`src/hdl/ppct_pkg.sv`:
```
// Shared types and constants of the pointer packet cursor tracker.
package ppct_pkg;

    localparam int CFG_ADDR_W   = 3;
    localparam int CFG_DATA_W   = 32;
    localparam int SIZE_FIELD_W = 13;
    localparam int CFG_IDX_BIT  = 2;

    localparam int RESET_SCREEN_WIDTH  = 320;
    localparam int RESET_SCREEN_HEIGHT = 200;

    localparam int TOUCH_W = 16;

    typedef enum logic {
        REG_SCREEN_WIDTH  = 1'b0,
        REG_SCREEN_HEIGHT = 1'b1
    } reg_index_t;

    typedef enum logic {
        FUNC_PS2   = 1'b0,
        FUNC_TOUCH = 1'b1
    } func_t;

    typedef enum logic [2:0] {
        EV_IGNORED  = 3'd0,
        EV_STORED   = 3'd1,
        EV_APPLIED  = 3'd2,
        EV_OVERFLOW = 3'd3,
        EV_REPORT   = 3'd4,
        EV_REJECTED = 3'd5
    } event_code_t;

    typedef enum logic [2:0] {
        POS_HEADER = 3'b001,
        POS_DX     = 3'b010,
        POS_DY     = 3'b100
    } byte_pos_t;

    localparam logic [7:0] HDR_SYNC_MASK = 8'h08;
    localparam logic [7:0] HDR_OVF_MASK  = 8'hC0;
    localparam int HDR_LEFT_BIT    = 0;
    localparam int HDR_RIGHT_BIT   = 1;
    localparam int HDR_MIDDLE_BIT  = 2;
    localparam int HDR_XSIGN_BIT   = 4;
    localparam int HDR_YSIGN_BIT   = 5;
    localparam int STATUS_LEFT_BIT = 0;

    localparam logic [15:0] REPORT_MAX_LEN = 16'd32;

    typedef struct packed {
        logic left;
        logic right;
        logic middle;
    } buttons_t;

    typedef struct packed {
        event_code_t code;
        byte_pos_t   pos_next;
        logic        header_we;
        logic        dx_we;
        logic        buttons_we;
        buttons_t    buttons;
        logic        move;
    } ps2_ctl_t;

    typedef struct packed {
        event_code_t code;
        logic        left_we;
        logic        left;
        logic        move;
    } touch_ctl_t;

endpackage

```
`src/hdl/ppct_regs.sv`:
```
// Screen size registers behind the APB-style configuration port.
module ppct_regs #(
    parameter int COORD_BITS = 12
) (
    input  logic                                clk,
    input  logic                                rst_n,
    input  logic                                psel,
    input  logic                                penable,
    input  logic                                pwrite,
    input  logic [ppct_pkg::CFG_ADDR_W-1:0]     paddr,
    input  logic [ppct_pkg::CFG_DATA_W-1:0]     pwdata,
    output logic [ppct_pkg::CFG_DATA_W-1:0]     prdata,
    output logic                                pready,
    output logic [COORD_BITS:0]                 width,
    output logic [COORD_BITS:0]                 height,
    output logic [COORD_BITS:0]                 width_next,
    output logic [COORD_BITS:0]                 height_next,
    output logic                                cfg_we
);
    import ppct_pkg::*;

    localparam int SIZE_W   = COORD_BITS + 1;
    localparam int LIM_W    = (SIZE_W > SIZE_FIELD_W) ? SIZE_W : SIZE_FIELD_W;
    localparam int SIZE_TOP = 1 << COORD_BITS;
    localparam int W_RESET  = (RESET_SCREEN_WIDTH > SIZE_TOP) ? SIZE_TOP : RESET_SCREEN_WIDTH;
    localparam int H_RESET  = (RESET_SCREEN_HEIGHT > SIZE_TOP) ? SIZE_TOP : RESET_SCREEN_HEIGHT;

    logic [SIZE_W-1:0] width_reg;
    logic [SIZE_W-1:0] height_reg;
    logic [LIM_W-1:0]  field;
    logic [LIM_W-1:0]  limited;
    reg_index_t        idx;

    assign pready = 1'b1;
    assign cfg_we = psel && penable && pwrite && pready;
    assign idx    = reg_index_t'(paddr[CFG_IDX_BIT]);
    assign field  = LIM_W'(pwdata[SIZE_FIELD_W-1:0]);

    // Zero reads as one, anything past the coordinate range as the full range
    always_comb
    begin
        if (field == '0)
        begin
            limited = LIM_W'(1);
        end
        else if (field > LIM_W'(SIZE_TOP))
        begin
            limited = LIM_W'(SIZE_TOP);
        end
        else
        begin
            limited = field;
        end
    end

    assign width_next  = (cfg_we && idx == REG_SCREEN_WIDTH)  ? limited[SIZE_W-1:0] : width_reg;
    assign height_next = (cfg_we && idx == REG_SCREEN_HEIGHT) ? limited[SIZE_W-1:0] : height_reg;

    always_ff @(posedge clk or negedge rst_n)
    begin
        if (!rst_n)
        begin
            width_reg  <= SIZE_W'(W_RESET);
            height_reg <= SIZE_W'(H_RESET);
        end
        else
        begin
            width_reg  <= width_next;
            height_reg <= height_next;
        end
    end

    assign width  = width_reg;
    assign height = height_reg;
    assign prdata = (idx == REG_SCREEN_WIDTH) ? CFG_DATA_W'(width_reg) : CFG_DATA_W'(height_reg);

endmodule

```
`src/hdl/ppct_axis_step.sv`:
```
// Relative move of one cursor axis, clamped to the screen.
module ppct_axis_step #(
    parameter int COORD_BITS = 12
) (
    input  logic [COORD_BITS-1:0] pos,
    input  logic signed [8:0]     delta,
    input  logic                  subtract,
    input  logic [COORD_BITS:0]   size,
    output logic [COORD_BITS-1:0] pos_next
);
    localparam int SUM_W = COORD_BITS + 2;

    logic signed [SUM_W-1:0] pos_ext;
    logic signed [SUM_W-1:0] delta_ext;
    logic signed [SUM_W-1:0] sum;
    logic signed [SUM_W-1:0] size_ext;
    logic [COORD_BITS:0]     last;

    assign pos_ext   = signed'({2'b00, pos});
    assign delta_ext = SUM_W'(delta);
    assign size_ext  = signed'({1'b0, size});
    assign last      = size - 1'b1;
    assign sum       = subtract ? (pos_ext - delta_ext) : (pos_ext + delta_ext);

    always_comb
    begin
        if (sum < 0)
        begin
            pos_next = '0;
        end
        else if (sum >= size_ext)
        begin
            pos_next = last[COORD_BITS-1:0];
        end
        else
        begin
            pos_next = sum[COORD_BITS-1:0];
        end
    end

endmodule

```
`src/hdl/ppct_ps2.sv`:
```
// PS/2 mouse packet assembly and relative cursor update.
module ppct_ps2 #(
    parameter int COORD_BITS = 12
) (
    input  logic                       data_present,
    input  logic                       from_aux_port,
    input  logic [7:0]                 data_byte,
    input  ppct_pkg::byte_pos_t        pos,
    input  logic [7:0]                 header_byte,
    input  logic [7:0]                 dx_byte,
    input  logic [COORD_BITS-1:0]      col,
    input  logic [COORD_BITS-1:0]      row,
    input  logic [COORD_BITS:0]        width,
    input  logic [COORD_BITS:0]        height,
    output ppct_pkg::ps2_ctl_t         ctl,
    output logic [COORD_BITS-1:0]      col_next,
    output logic [COORD_BITS-1:0]      row_next
);
    import ppct_pkg::*;

    logic signed [8:0] dx;
    logic signed [8:0] dy;

    assign dx = signed'({header_byte[HDR_XSIGN_BIT], dx_byte});
    assign dy = signed'({header_byte[HDR_YSIGN_BIT], data_byte});

    always_comb
    begin
        ctl.code           = EV_IGNORED;
        ctl.pos_next       = pos;
        ctl.header_we      = 1'b0;
        ctl.dx_we          = 1'b0;
        ctl.buttons_we     = 1'b0;
        ctl.buttons.left   = header_byte[HDR_LEFT_BIT];
        ctl.buttons.right  = header_byte[HDR_RIGHT_BIT];
        ctl.buttons.middle = header_byte[HDR_MIDDLE_BIT];
        ctl.move           = 1'b0;
        if (data_present && from_aux_port)
        begin
            case (pos)
                POS_HEADER:
                begin
                    // drop a first byte without the sync bit
                    if ((data_byte & HDR_SYNC_MASK) != '0)
                    begin
                        ctl.header_we = 1'b1;
                        ctl.pos_next  = POS_DX;
                        ctl.code      = EV_STORED;
                    end
                end
                POS_DX:
                begin
                    ctl.dx_we    = 1'b1;
                    ctl.pos_next = POS_DY;
                    ctl.code     = EV_STORED;
                end
                POS_DY:
                begin
                    ctl.pos_next   = POS_HEADER;
                    ctl.buttons_we = 1'b1;
                    if ((header_byte & HDR_OVF_MASK) != '0)
                    begin
                        ctl.code = EV_OVERFLOW;
                    end
                    else
                    begin
                        ctl.code = EV_APPLIED;
                        ctl.move = 1'b1;
                    end
                end
                default:
                begin
                    ctl.pos_next = POS_HEADER;
                end
            endcase
        end
    end

    ppct_axis_step #(.COORD_BITS(COORD_BITS)) u_step_x (
        .pos      (col),
        .delta    (dx),
        .subtract (1'b0),
        .size     (width),
        .pos_next (col_next)
    );

    ppct_axis_step #(.COORD_BITS(COORD_BITS)) u_step_y (
        .pos      (row),
        .delta    (dy),
        .subtract (1'b1),
        .size     (height),
        .pos_next (row_next)
    );

endmodule

```
`src/hdl/ppct_touch.sv`:
```
// Trackpad report check and absolute coordinate mapping.
module ppct_touch #(
    parameter int COORD_BITS        = 12,
    parameter int TOUCH_SCALE_SHIFT = 12
) (
    input  logic [15:0]                report_length,
    input  logic [7:0]                 report_status,
    input  logic [15:0]                touch_x,
    input  logic [15:0]                touch_y,
    input  logic [COORD_BITS:0]        width,
    input  logic [COORD_BITS:0]        height,
    output ppct_pkg::touch_ctl_t       ctl,
    output logic [COORD_BITS-1:0]      col_map,
    output logic [COORD_BITS-1:0]      row_map
);
    import ppct_pkg::*;

    localparam int PROD_W = TOUCH_W + COORD_BITS + 1;

    logic [PROD_W-1:0]   prod_x;
    logic [PROD_W-1:0]   prod_y;
    logic [PROD_W-1:0]   scaled_x;
    logic [PROD_W-1:0]   scaled_y;
    logic [COORD_BITS:0] last_x;
    logic [COORD_BITS:0] last_y;

    assign prod_x   = PROD_W'(touch_x) * PROD_W'(width);
    assign prod_y   = PROD_W'(touch_y) * PROD_W'(height);
    assign scaled_x = prod_x >> TOUCH_SCALE_SHIFT;
    assign scaled_y = prod_y >> TOUCH_SCALE_SHIFT;
    assign last_x   = width - 1'b1;
    assign last_y   = height - 1'b1;

    assign col_map = (scaled_x >= PROD_W'(width))  ? last_x[COORD_BITS-1:0]
                                                   : scaled_x[COORD_BITS-1:0];
    assign row_map = (scaled_y >= PROD_W'(height)) ? last_y[COORD_BITS-1:0]
                                                   : scaled_y[COORD_BITS-1:0];

    always_comb
    begin
        ctl.left = report_status[STATUS_LEFT_BIT];
        if (report_length == '0 || report_length > REPORT_MAX_LEN)
        begin
            ctl.code    = EV_REJECTED;
            ctl.left_we = 1'b0;
            ctl.move    = 1'b0;
        end
        else
        begin
            ctl.code    = EV_REPORT;
            ctl.left_we = 1'b1;
            ctl.move    = (touch_x != '0) && (touch_y != '0);
        end
    end

endmodule

```
`src/hdl/pointer_packet_cursor_tracker_core.sv`:
```
// Top level of the pointer packet cursor tracker.
//
// Keeps a screen cursor and three button flags from pointing-device input and
// returns one result transaction per input transaction. func = 0 carries a
// PS/2 controller byte: it counts only when data_present and from_aux_port are
// both set, and three bytes form a packet (the first must have bit 3 set, or it
// is dropped). A full packet updates the buttons and, without an overflow bit,
// adds dx and subtracts dy, clamped to the screen. func = 1 carries a trackpad
// report: length 0 or above 32 is rejected; otherwise the left button follows
// status bit 0 and, when both raw coordinates are non-zero, the cursor is set
// to raw * size >> TOUCH_SCALE_SHIFT, clamped to size - 1. Throughput is one
// transaction per clock cycle while out_ready does not stall the result. An
// accepted transaction passes one input register and one result register,
// with decode, one 16 x (COORD_BITS+1) multiply per axis and a clamp between
// them. The input register lets a new transaction in while the last result
// waits in the result register. Screen width and height sit at byte addresses
// 0 and 4 of the APB port (0 reads as 1, above 2^COORD_BITS as 2^COORD_BITS);
// writing either recentres the cursor. Write them only while the block is idle.
module pointer_packet_cursor_tracker_core #(
    parameter int COORD_BITS        = 12,
    parameter int TOUCH_SCALE_SHIFT = 12
) (
    input  logic                             clk,
    input  logic                             rst_n,
    input  logic                             psel,
    input  logic                             penable,
    input  logic                             pwrite,
    input  logic [ppct_pkg::CFG_ADDR_W-1:0]  paddr,
    input  logic [ppct_pkg::CFG_DATA_W-1:0]  pwdata,
    output logic [ppct_pkg::CFG_DATA_W-1:0]  prdata,
    output logic                             pready,
    input  logic                             in_valid,
    output logic                             in_ready,
    input  logic                             func,
    input  logic                             data_present,
    input  logic                             from_aux_port,
    input  logic [7:0]                       data_byte,
    input  logic [15:0]                      report_length,
    input  logic [7:0]                       report_status,
    input  logic [15:0]                      touch_x,
    input  logic [15:0]                      touch_y,
    output logic                             out_valid,
    input  logic                             out_ready,
    output logic [COORD_BITS-1:0]            cursor_x,
    output logic [COORD_BITS-1:0]            cursor_y,
    output logic                             left_button,
    output logic                             right_button,
    output logic                             middle_button,
    output logic [2:0]                       event_code
);
    import ppct_pkg::*;

    localparam int SIZE_W   = COORD_BITS + 1;
    localparam int SIZE_TOP = 1 << COORD_BITS;
    localparam int W_RESET  = (RESET_SCREEN_WIDTH > SIZE_TOP) ? SIZE_TOP : RESET_SCREEN_WIDTH;
    localparam int H_RESET  = (RESET_SCREEN_HEIGHT > SIZE_TOP) ? SIZE_TOP : RESET_SCREEN_HEIGHT;

    // Configuration
    logic [SIZE_W-1:0] width;
    logic [SIZE_W-1:0] height;
    logic [SIZE_W-1:0] width_next;
    logic [SIZE_W-1:0] height_next;
    logic [SIZE_W-1:0] half_width;
    logic [SIZE_W-1:0] half_height;
    logic              cfg_we;

    // Input register
    logic        item_valid_reg;
    func_t       func_reg;
    logic        data_present_reg;
    logic        from_aux_port_reg;
    logic [7:0]  data_byte_reg;
    logic [15:0] report_length_reg;
    logic [7:0]  report_status_reg;
    logic [15:0] touch_x_reg;
    logic [15:0] touch_y_reg;

    // Tracker state
    logic [COORD_BITS-1:0] col_reg;
    logic [COORD_BITS-1:0] col_next;
    logic [COORD_BITS-1:0] row_reg;
    logic [COORD_BITS-1:0] row_next;
    byte_pos_t             pos_reg;
    byte_pos_t             pos_next;
    logic [7:0]            header_reg;
    logic [7:0]            header_next;
    logic [7:0]            dx_reg;
    logic [7:0]            dx_next;
    buttons_t              buttons_reg;
    buttons_t              buttons_next;
    event_code_t           code_next;

    // Result register
    logic                  out_valid_reg;
    logic [COORD_BITS-1:0] cursor_x_reg;
    logic [COORD_BITS-1:0] cursor_y_reg;
    buttons_t              buttons_out_reg;
    event_code_t           event_code_reg;

    // Step logic
    ps2_ctl_t              ps2_ctl;
    touch_ctl_t            touch_ctl;
    logic [COORD_BITS-1:0] ps2_col;
    logic [COORD_BITS-1:0] ps2_row;
    logic [COORD_BITS-1:0] touch_col;
    logic [COORD_BITS-1:0] touch_row;

    logic in_accept;
    logic out_free;
    logic step;

    ppct_regs #(.COORD_BITS(COORD_BITS)) u_regs (
        .clk         (clk),
        .rst_n       (rst_n),
        .psel        (psel),
        .penable     (penable),
        .pwrite      (pwrite),
        .paddr       (paddr),
        .pwdata      (pwdata),
        .prdata      (prdata),
        .pready      (pready),
        .width       (width),
        .height      (height),
        .width_next  (width_next),
        .height_next (height_next),
        .cfg_we      (cfg_we)
    );

    // Handshake: the result register frees up when empty or being taken;
    // the held transaction then steps into it.
    assign out_free  = !out_valid_reg || out_ready;
    assign step      = item_valid_reg && out_free;
    assign in_ready  = !item_valid_reg || out_free;
    assign in_accept = in_valid && in_ready;

    always_ff @(posedge clk or negedge rst_n)
    begin
        if (!rst_n)
        begin
            item_valid_reg <= 1'b0;
        end
        else if (in_accept)
        begin
            item_valid_reg <= 1'b1;
        end
        else if (step)
        begin
            item_valid_reg <= 1'b0;
        end
    end

    // Hold the transaction payload until it steps
    always_ff @(posedge clk)
    begin
        if (in_accept)
        begin
            func_reg          <= func_t'(func);
            data_present_reg  <= data_present;
            from_aux_port_reg <= from_aux_port;
            data_byte_reg     <= data_byte;
            report_length_reg <= report_length;
            report_status_reg <= report_status;
            touch_x_reg       <= touch_x;
            touch_y_reg       <= touch_y;
        end
    end

    ppct_ps2 #(.COORD_BITS(COORD_BITS)) u_ps2 (
        .data_present  (data_present_reg),
        .from_aux_port (from_aux_port_reg),
        .data_byte     (data_byte_reg),
        .pos           (pos_reg),
        .header_byte   (header_reg),
        .dx_byte       (dx_reg),
        .col           (col_reg),
        .row           (row_reg),
        .width         (width),
        .height        (height),
        .ctl           (ps2_ctl),
        .col_next      (ps2_col),
        .row_next      (ps2_row)
    );

    ppct_touch #(
        .COORD_BITS        (COORD_BITS),
        .TOUCH_SCALE_SHIFT (TOUCH_SCALE_SHIFT)
    ) u_touch (
        .report_length (report_length_reg),
        .report_status (report_status_reg),
        .touch_x       (touch_x_reg),
        .touch_y       (touch_y_reg),
        .width         (width),
        .height        (height),
        .ctl           (touch_ctl),
        .col_map       (touch_col),
        .row_map       (touch_row)
    );

    // Merge the two paths; a trackpad report leaves a half-built packet alone
    always_comb
    begin
        col_next     = col_reg;
        row_next     = row_reg;
        pos_next     = pos_reg;
        header_next  = header_reg;
        dx_next      = dx_reg;
        buttons_next = buttons_reg;
        if (func_reg == FUNC_TOUCH)
        begin
            code_next = touch_ctl.code;
            if (touch_ctl.left_we)
            begin
                buttons_next.left = touch_ctl.left;
            end
            if (touch_ctl.move)
            begin
                col_next = touch_col;
                row_next = touch_row;
            end
        end
        else
        begin
            code_next = ps2_ctl.code;
            pos_next  = ps2_ctl.pos_next;
            if (ps2_ctl.header_we)
            begin
                header_next = data_byte_reg;
            end
            if (ps2_ctl.dx_we)
            begin
                dx_next = data_byte_reg;
            end
            if (ps2_ctl.buttons_we)
            begin
                buttons_next = ps2_ctl.buttons;
            end
            if (ps2_ctl.move)
            begin
                col_next = ps2_col;
                row_next = ps2_row;
            end
        end
    end

    assign half_width  = width_next >> 1;
    assign half_height = height_next >> 1;

    // Recentre on a size write; otherwise advance the state on each step
    always_ff @(posedge clk or negedge rst_n)
    begin
        if (!rst_n)
        begin
            col_reg     <= COORD_BITS'(W_RESET / 2);
            row_reg     <= COORD_BITS'(H_RESET / 2);
            pos_reg     <= POS_HEADER;
            buttons_reg <= '0;
        end
        else if (cfg_we)
        begin
            col_reg <= half_width[COORD_BITS-1:0];
            row_reg <= half_height[COORD_BITS-1:0];
        end
        else if (step)
        begin
            col_reg     <= col_next;
            row_reg     <= row_next;
            pos_reg     <= pos_next;
            buttons_reg <= buttons_next;
        end
    end

    // Packet bytes are always written before they are read
    always_ff @(posedge clk)
    begin
        if (step)
        begin
            header_reg <= header_next;
            dx_reg     <= dx_next;
        end
    end

    always_ff @(posedge clk or negedge rst_n)
    begin
        if (!rst_n)
        begin
            out_valid_reg <= 1'b0;
        end
        else if (step)
        begin
            out_valid_reg <= 1'b1;
        end
        else if (out_ready)
        begin
            out_valid_reg <= 1'b0;
        end
    end

    always_ff @(posedge clk)
    begin
        if (step)
        begin
            cursor_x_reg    <= col_next;
            cursor_y_reg    <= row_next;
            buttons_out_reg <= buttons_next;
            event_code_reg  <= code_next;
        end
    end

    assign out_valid     = out_valid_reg;
    assign cursor_x      = cursor_x_reg;
    assign cursor_y      = cursor_y_reg;
    assign left_button   = buttons_out_reg.left;
    assign right_button  = buttons_out_reg.right;
    assign middle_button = buttons_out_reg.middle;
    assign event_code    = event_code_reg;

endmodule

```
`config.mk`:
```
export PLATFORM = sky130hd
export DESIGN_NAME = pointer_packet_cursor_tracker_core
export DESIGN_NICKNAME = d
export VERILOG_FILES = /design/src/hdl/ppct_pkg.sv /design/src/hdl/ppct_regs.sv /design/src/hdl/ppct_axis_step.sv /design/src/hdl/ppct_ps2.sv /design/src/hdl/ppct_touch.sv /design/src/hdl/pointer_packet_cursor_tracker_core.sv
export SDC_FILE = /design/constraint.sdc
export NUM_CORES = 1
export LEC_CHECK = 0
export BUFFER_PORTS_ARGS = -buffer_cell sky130_fd_sc_hd__buf_4
export CORE_UTILIZATION = 58
export CTS_BUF_LIST = sky130_fd_sc_hd__clkbuf_4
export DETAILED_ROUTE_END_ITERATION = 10
export HOLD_SLACK_MARGIN = 0.02
export PLACE_DENSITY = 0.8
export SLEW_MARGIN = 10
export SYNTH_ARGS = -nofsm -noshare
export SYNTH_HDL_FRONTEND = slang
export SYNTH_SLANG_ARGS = --single-unit
```
`constraint.sdc`:
```
create_clock -name clk -period 7.1 [get_ports clk]
set_clock_uncertainty 0.2 [all_clocks]
set_input_delay 0.71 -clock clk [delete_from_list [all_inputs] [get_ports clk]]
set_output_delay 0.71 -clock clk [all_outputs]
set_load 0.005 [all_outputs]
```
After elaboration in Yosys (flattened, before gate mapping)
Index checks and enable logic that the tools add are counted.
W data, S select, Z words.
{ "totals": {"reg_bits": 164, "inputBits": 109, "output_inout_bits": 65, "wordCells": 117} }
{ "classes": {"n_addsub": 4, "n_mul": 2, "magnitude_cmp": 8, "eq_ne": 4, "muxes": 43, "n_bitwise": 3, "reduce_logical": 25} }
{ "op_table": {"columns": ["op", "count"], "rows": [
  ["$mux W12", 16],
  ["$mux W13", 5],
  ["$mul A16 B13 Y29", 2],
  ["$ge A17 B13 Y1", 2],
  ["$reduce_bool A16 Y1", 2],
  ["$ge A14 B14 Y1", 2],
  ["$lt A14 B1 Y1 const B", 2],
  ["$sub A12 B1 Y12 const B", 2],
  ["$gt A16 B6 Y1 const B", 1],
  ["$logic_not A16 Y1", 1],
  ["$add A13 B9 Y14", 1],
  ["$mux W1", 14],
  ["$sub A13 B9 Y14", 1],
  ["$gt A13 B13 Y1 const B", 1],
  ["$logic_not A13 Y1", 1],
  ["$logic_and A1 B1 Y1", 8],
  ["$mux W8", 1],
  ["$reduce_bool A8 Y1", 1],
  ["$mux W3", 2],
  ["$pmux W2 S3", 1],
  ["$pmux W3 S2", 1],
  ["$reduce_and A3 Y1", 2],
  ["$reduce_bool A2 Y1", 3],
  ["$mux W5", 1],
  ["10 further kinds", 16]
]} }

Logic depth before layout (Yosys ltp)
{ "depth": {"word_depth": 8, "ltp_mapped": 32, "mapped_depth_nobuf": 29} }

Hierarchy
From an unflattened synthesis, not the netlist that was laid out.
{ "unflattened": {"hier_cells": 2656, "area_unflattened_um2": 25328.0} }
{ "modules_own_cells": {"columns": ["module", "instances", "cells_each", "area_per_inst_um2", "seq_area_each_um2"], "rows": [
  ["ppct_touch", 1, 1729, 14627.8, 0.0],
  ["pointer_packet_cursor_tracker_core", 1, 340, 5814.3, 4201.5],
  ["ppct_axis_step at u_ps2.u_step_y", 1, 214, 1682.9, 0.0],
  ["ppct_axis_step at u_ps2.u_step_x", 1, 218, 1571.5, 0.0],
  ["ppct_regs", 1, 131, 1480.2, 656.9],
  ["ppct_ps2", 1, 24, 151.4, 0.0]
]} }

Least setup slack after synthesis
Ideal clock, no wire load.
{ "synth_path": {"kind": "register to register", "startpoint": "register u_regs.height_reg[6], in the netlist u_regs.height[6]", "endpoint": "register cursor_y_reg[11], in the netlist cursor_y[11], data pin", "setup_ns": 0.258, "arrival_time_ns": 7.129, "required_ns": 6.642, "setup_slack_ns": -0.487, "path_stages_with_launch": 28, "n_path_buf": 2, "synth_period_minus_slack_ns": 7.587, "cell_sequence": "dfstp_2 -> clkbuf_1 -> clkbuf_1 -> nand2_1 -> fa_1 -> fa_1 -> inv_1 -> fa_1 -> fa_1 -> inv_1 -> fa_1 -> inv_1 -> ha_1 -> and3_1 -> and4_1 -> o211ai_2 -> nand3_2 -> a21oi_1 -> o21bai_1 -> xor2_1 -> ha_1 -> nor2b_1 -> o21ai_0 -> o311ai_0 -> or4_4 -> or4_1 -> a31oi_1 -> nor2_1"} }
{ "synth_between": {"elab_chain_len": 5, "word_cells_on_any_way": 10, "cone_classes": "1 x add/sub; 1 x mul; 2 x order compare; 6 x mux"} }
{ "synth_lines": {"columns": ["element", "line_no", "source"], "rows": [
  ["from (decl)", "ppct_regs.sv:29", "logic [SIZE_W-1:0] height_reg;"],
  ["from (signal assigned)", "ppct_regs.sv:64", "height_reg <= SIZE_W'(H_RESET);"],
  ["from (signal assigned)", "ppct_regs.sv:69", "height_reg <= height_next;"],
  ["$mul A16 B13 Y29 (tied with other cells)", "ppct_touch.sv:28", "assign prod_y = PROD_W'(touch_y) * PROD_W'(height);"],
  ["$ge A17 B13 Y1 or $mux W12 (tied branches)", "ppct_touch.sv:36, ppct_axis_step.sv:31", null],
  ["$mux W12, on equally long branches", "ppct_touch.sv:36, ppct_axis_step.sv:27", null],
  ["$mux W12, on equally long branches", "pointer_packet_cursor_tracker_core.sv:215, pointer_packet_cursor_tracker_core.sv:237", null],
  ["$mux W12 *", "pointer_packet_cursor_tracker_core.sv:208", "if (func_reg == FUNC_TOUCH)"],
  ["via row_next[11]", "pointer_packet_cursor_tracker_core.sv:82", "logic [COORD_BITS-1:0] row_next;"],
  ["to (signal assigned)", "pointer_packet_cursor_tracker_core.sv:303", "cursor_y_reg <= row_next;"],
  ["to (decl)", "pointer_packet_cursor_tracker_core.sv:96", "logic [COORD_BITS-1:0] cursor_y_reg;"]
]} }
The timed path passes the listed nets; every way through them passes the cells marked *.
A chain may end at the register's enable or synchronous reset.

Final worst setup path
{ "layout_path": {"startpoint": "register touch_x_reg[4]", "endpoint": "register cursor_x_reg[3], in the netlist cursor_x[3], data pin"} }
{ "layout_between": {"elab_chain_len": 5, "word_cells_on_any_way": 8, "cone_classes": "1 x mul; 1 x order compare; 4 x mux; 2 x reduce/logical"} }
{ "layout_lines": {"columns": ["element", "line_no", "source"], "rows": [
  ["from (decl)", "pointer_packet_cursor_tracker_core.sv:75", "logic [15:0] touch_x_reg;"],
  ["from (signal assigned)", "pointer_packet_cursor_tracker_core.sv:163", "touch_x_reg <= touch_x;"],
  ["$mul A16 B13 Y29 or $reduce_bool A16 Y1 (tied branches)", "ppct_touch.sv:27, ppct_touch.sv:52", null],
  ["$ge A17 B13 Y1 or $logic_and A1 B1 Y1 (tied branches)", "ppct_touch.sv:34, ppct_touch.sv:52", null],
  ["$mux W12 or $mux W1 (tied branches)", "ppct_touch.sv:34, ppct_touch.sv:42", null],
  ["$mux W12 *", "pointer_packet_cursor_tracker_core.sv:215", "if (touch_ctl.move)"],
  ["$mux W12 *", "pointer_packet_cursor_tracker_core.sv:208", null],
  ["via col_next[3]", "pointer_packet_cursor_tracker_core.sv:80", "logic [COORD_BITS-1:0] col_next;"],
  ["to (signal assigned)", "pointer_packet_cursor_tracker_core.sv:302", "cursor_x_reg <= col_next;"],
  ["to (decl)", "pointer_packet_cursor_tracker_core.sv:95", "logic [COORD_BITS-1:0] cursor_x_reg;"]
]} }
Marks and branches as above.

==> run metrics <==
outcome finished, violations left; failing checks setup timing; register share of total power 0.082; Post-Syn Area ~23000 um^2; Die Y about 200 um; CTS Buf Count 17; clock tree from TritonCTS yes; number of placed I/O pins about 170; row count 72; Setup crit end kind register; Relative slew margins 0.00958; highest clock rate 0.130 GHz; Req. time, crit path 7.40 ns; crit path kind reg2reg; slowest stage delay, CP a little under 0.6 ns; vias per cell ~6; area of the core 39100 um^2; Post-synth EDFFs 105; clock slew at reported path FFs about 0.18 ns; worst r2r path cells 28; Seq/Total Area, Yosys 0.199; First-pass DRT Iterations 7; reg-to-reg endpoint cursor_x[3]$_DFFE_PP_; fill cell total of the finished layout roughly 2700; GRT Util Overall 0.367; CP dominant cell by count fa_1; internal power between 7000 and 8000 uW; # DRC 0; clk sinks 163; Max Slew Vio Count 0; Lkg Pwr between 0.01 and 0.015 uW; routed len/inst between 20 and 25 um; leading cell types in the layout, fill and taps excluded inv_1, buf_4, nand2_1; worst slew pin tran 1.48 ns; pre-CTS setup slack -0.573 ns; hold_ws 0.184 ns; Cells on Worst Hold Path 2; GPL Wtd Cong approximately 0.96; hold_sp pwdata[12]; # H-tree levels 4; worst min-delay path category in2reg; Clock Power Share 0.038; Gate Count Post-Synth around 2600; Worst VDD drop about 0.54 mV; ys async rst share 0.356; max-cap viol count 0; Reg2Reg Setup Slack -0.60 ns; share of layout cells above drive strength 1 0.234; CTS Root Cell clkbuf_4; Critical Path AT about 8 ns; crit path buf inv count 5; switch share 0.497; fin crit share 1.08; clock tree buffer depth 2; global-route wire length before repair around 120000 um; vias in the first global route 22100; Worst Setup Start Kind register; Top delay family on crit path adder cells; Fin. Hold Viols 0; Critical-path top delay cell fa_1; Yosys warning count 0; clk_lat worst skew 0.76 ns; vias approximately 21000; antenna-violating nets left 0; IO buf count 125; Iter 0 DRT Violations 1688; starting density of the core 0.595; synthesis-to-finish area growth 24.4%; Hold Path Sink u_regs.width[12]$_DFF_PN0_; hpwl dp approximately 55000 um; RSZ-0062 raised after global routing yes; Comb pwr share 0.880; Synth Area per Inst 9.10 um^2; Die Width 202 um; most common cell after layout, fill and taps aside inv_1; synthesis-stage register bit count approximately 160; final worst slack -0.598 ns; initial antenna violation count 1; Net Switching around 7800 uW; Die ar. a little over 40000 um^2; total congestion overflow 0; prevailing post-synth register cell edfxtp_1; PwrDens 541 nW/um^2; Total Wirelength ~74000 um; largest net degree at the start of global routing 61; Tmin final 7.70 ns; unique cell type count in the Yosys netlist 81; r2r startpoint touch_x_reg[4]$_DFFE_PP_; crit path max fanout 7; Post-layout nets 3588; final setup vio count 48
## power groups by stage
stage | clock, uW | sequential, uW | combinational [uW]
after floorplan | 0 | 1240 | 6490
after global placement | 0 | 1300 | 10000
after detailed placement | 0 | 1300 | 10400
after CTS | 610 | 1280 | 11900
after global routing | 637 | 1290 | 14800
final | 599 | 1290 | 13800
## worst max-delay path by stage
stage,startpoint,endpoint,slack (ns),cells after the start
finish,touch_x_reg[4]$_DFFE_PP_,cursor_x[3]$_DFFE_PP_,-0.60,28
global route,u_regs.width[1]$_DFF_PN0_,cursor_x[4]$_DFFE_PP_,-0.80,31
CTS,touch_y_reg[5]$_DFFE_PP_,cursor_y[4]$_DFFE_PP_,-0.38,26
detailed placement,u_regs.width[1]$_DFF_PN0_,cursor_x[8]$_DFFE_PP_,-0.57,31
global placement,u_regs.width[1]$_DFF_PN0_,cursor_x[2]$_DFFE_PP_,-0.52,31
floorplan,u_regs.width[1]$_DFF_PN0_,cursor_x[9]$_DFFE_PP_,-0.06,31
## kinds of logic (layout without fill, tap and decap cells)
logic type / Yosys count / in the layout / synth area share
and+or+nand+nor: 806 / 806 / 0.172
buffers and inverters: 559 / 950 / 0.0944
adders and majority gates: 528 / 528 / 0.384
AOI/OAI and AO/OA: 397 / 398 / 0.112
DFF: 163 / 163 / 0.199
xor gates and xnor gates: 73 / 73 / 0.0275
muxes: 26 / 26 / 0.0119
other: 2 / 23 / 0.000323
## layout make-up
cell class | count | area (um^2) | area share
tap | 518 | 648 | 0.0224
inverter | 424 | 1590 | 0.0550
timing repair buffer | 494 | 4140 | 0.143
antenna | 3 | 7.51 | 0.000259
sequential | 163 | 4630 | 0.160
clock inverter | 15 | 146 | 0.00506
clock buffer | 17 | 128 | 0.00441
multi-input combinational | 1851 | 17600 | 0.610
## what timing repair did
| action | CTS | global route |
|---|---|---|
| pin swaps | 133 | 62 |
| buffers inserted | 48 | 11 |
| gates cloned | 1 | 2 |
| hold endpoints to repair | 109 | 0 |
| resized for setup | 146 | 103 |
| hold buffers | 64 | 0 |
| endpoints found under the setup margin | 48 | 48 |
## synth_stat cells, types with 29 or more instances
library cell / instances / area (um^2)
a21oi_1: 93 / 465
edfxtp_1: 105 / 3150
clkbuf_1: 104 / 390
xnor2_1: 51 / 447
a31oi_1: 29 / 181
and2_1: 210 / 1310
dfrtp_1: 47 / 1180
nand2b_1: 39 / 244
nand2_1: 336 / 1260
fa_1: 308 / 6170
nor2_1: 77 / 289
inv_1: 423 / 1590
o21ai_0: 86 / 430
ha_1: 220 / 2750
## metal layers
metal | vias up | global-route usage | wire (um)
met2 | 1120 | 0.623 | 36000
li1 | 9077 | - | -
met4 | 0 | 0.213 | 4670
met5 | - | 0 | 0
met1 | 10300 | 0.443 | 27100
met3 | 318 | 0.0611 | 6150
## metrics by stage
stage	util	setup TNS (ns)	area, um^2	power (uW)	std cells
after floorplan	-	-0.148	23600	7730	2572
after global placement	0.675	-16.31	26400	11300	3327
after detailed placement	0.675	-21.24	26400	11700	3327
after CTS	0.724	-12.47	28300	13800	3470
after global routing	0.740	-28.50	28900	16800	3483
final	0.740	-20.30	28900	15600	3485
Power figures use the tool's default switching activity.
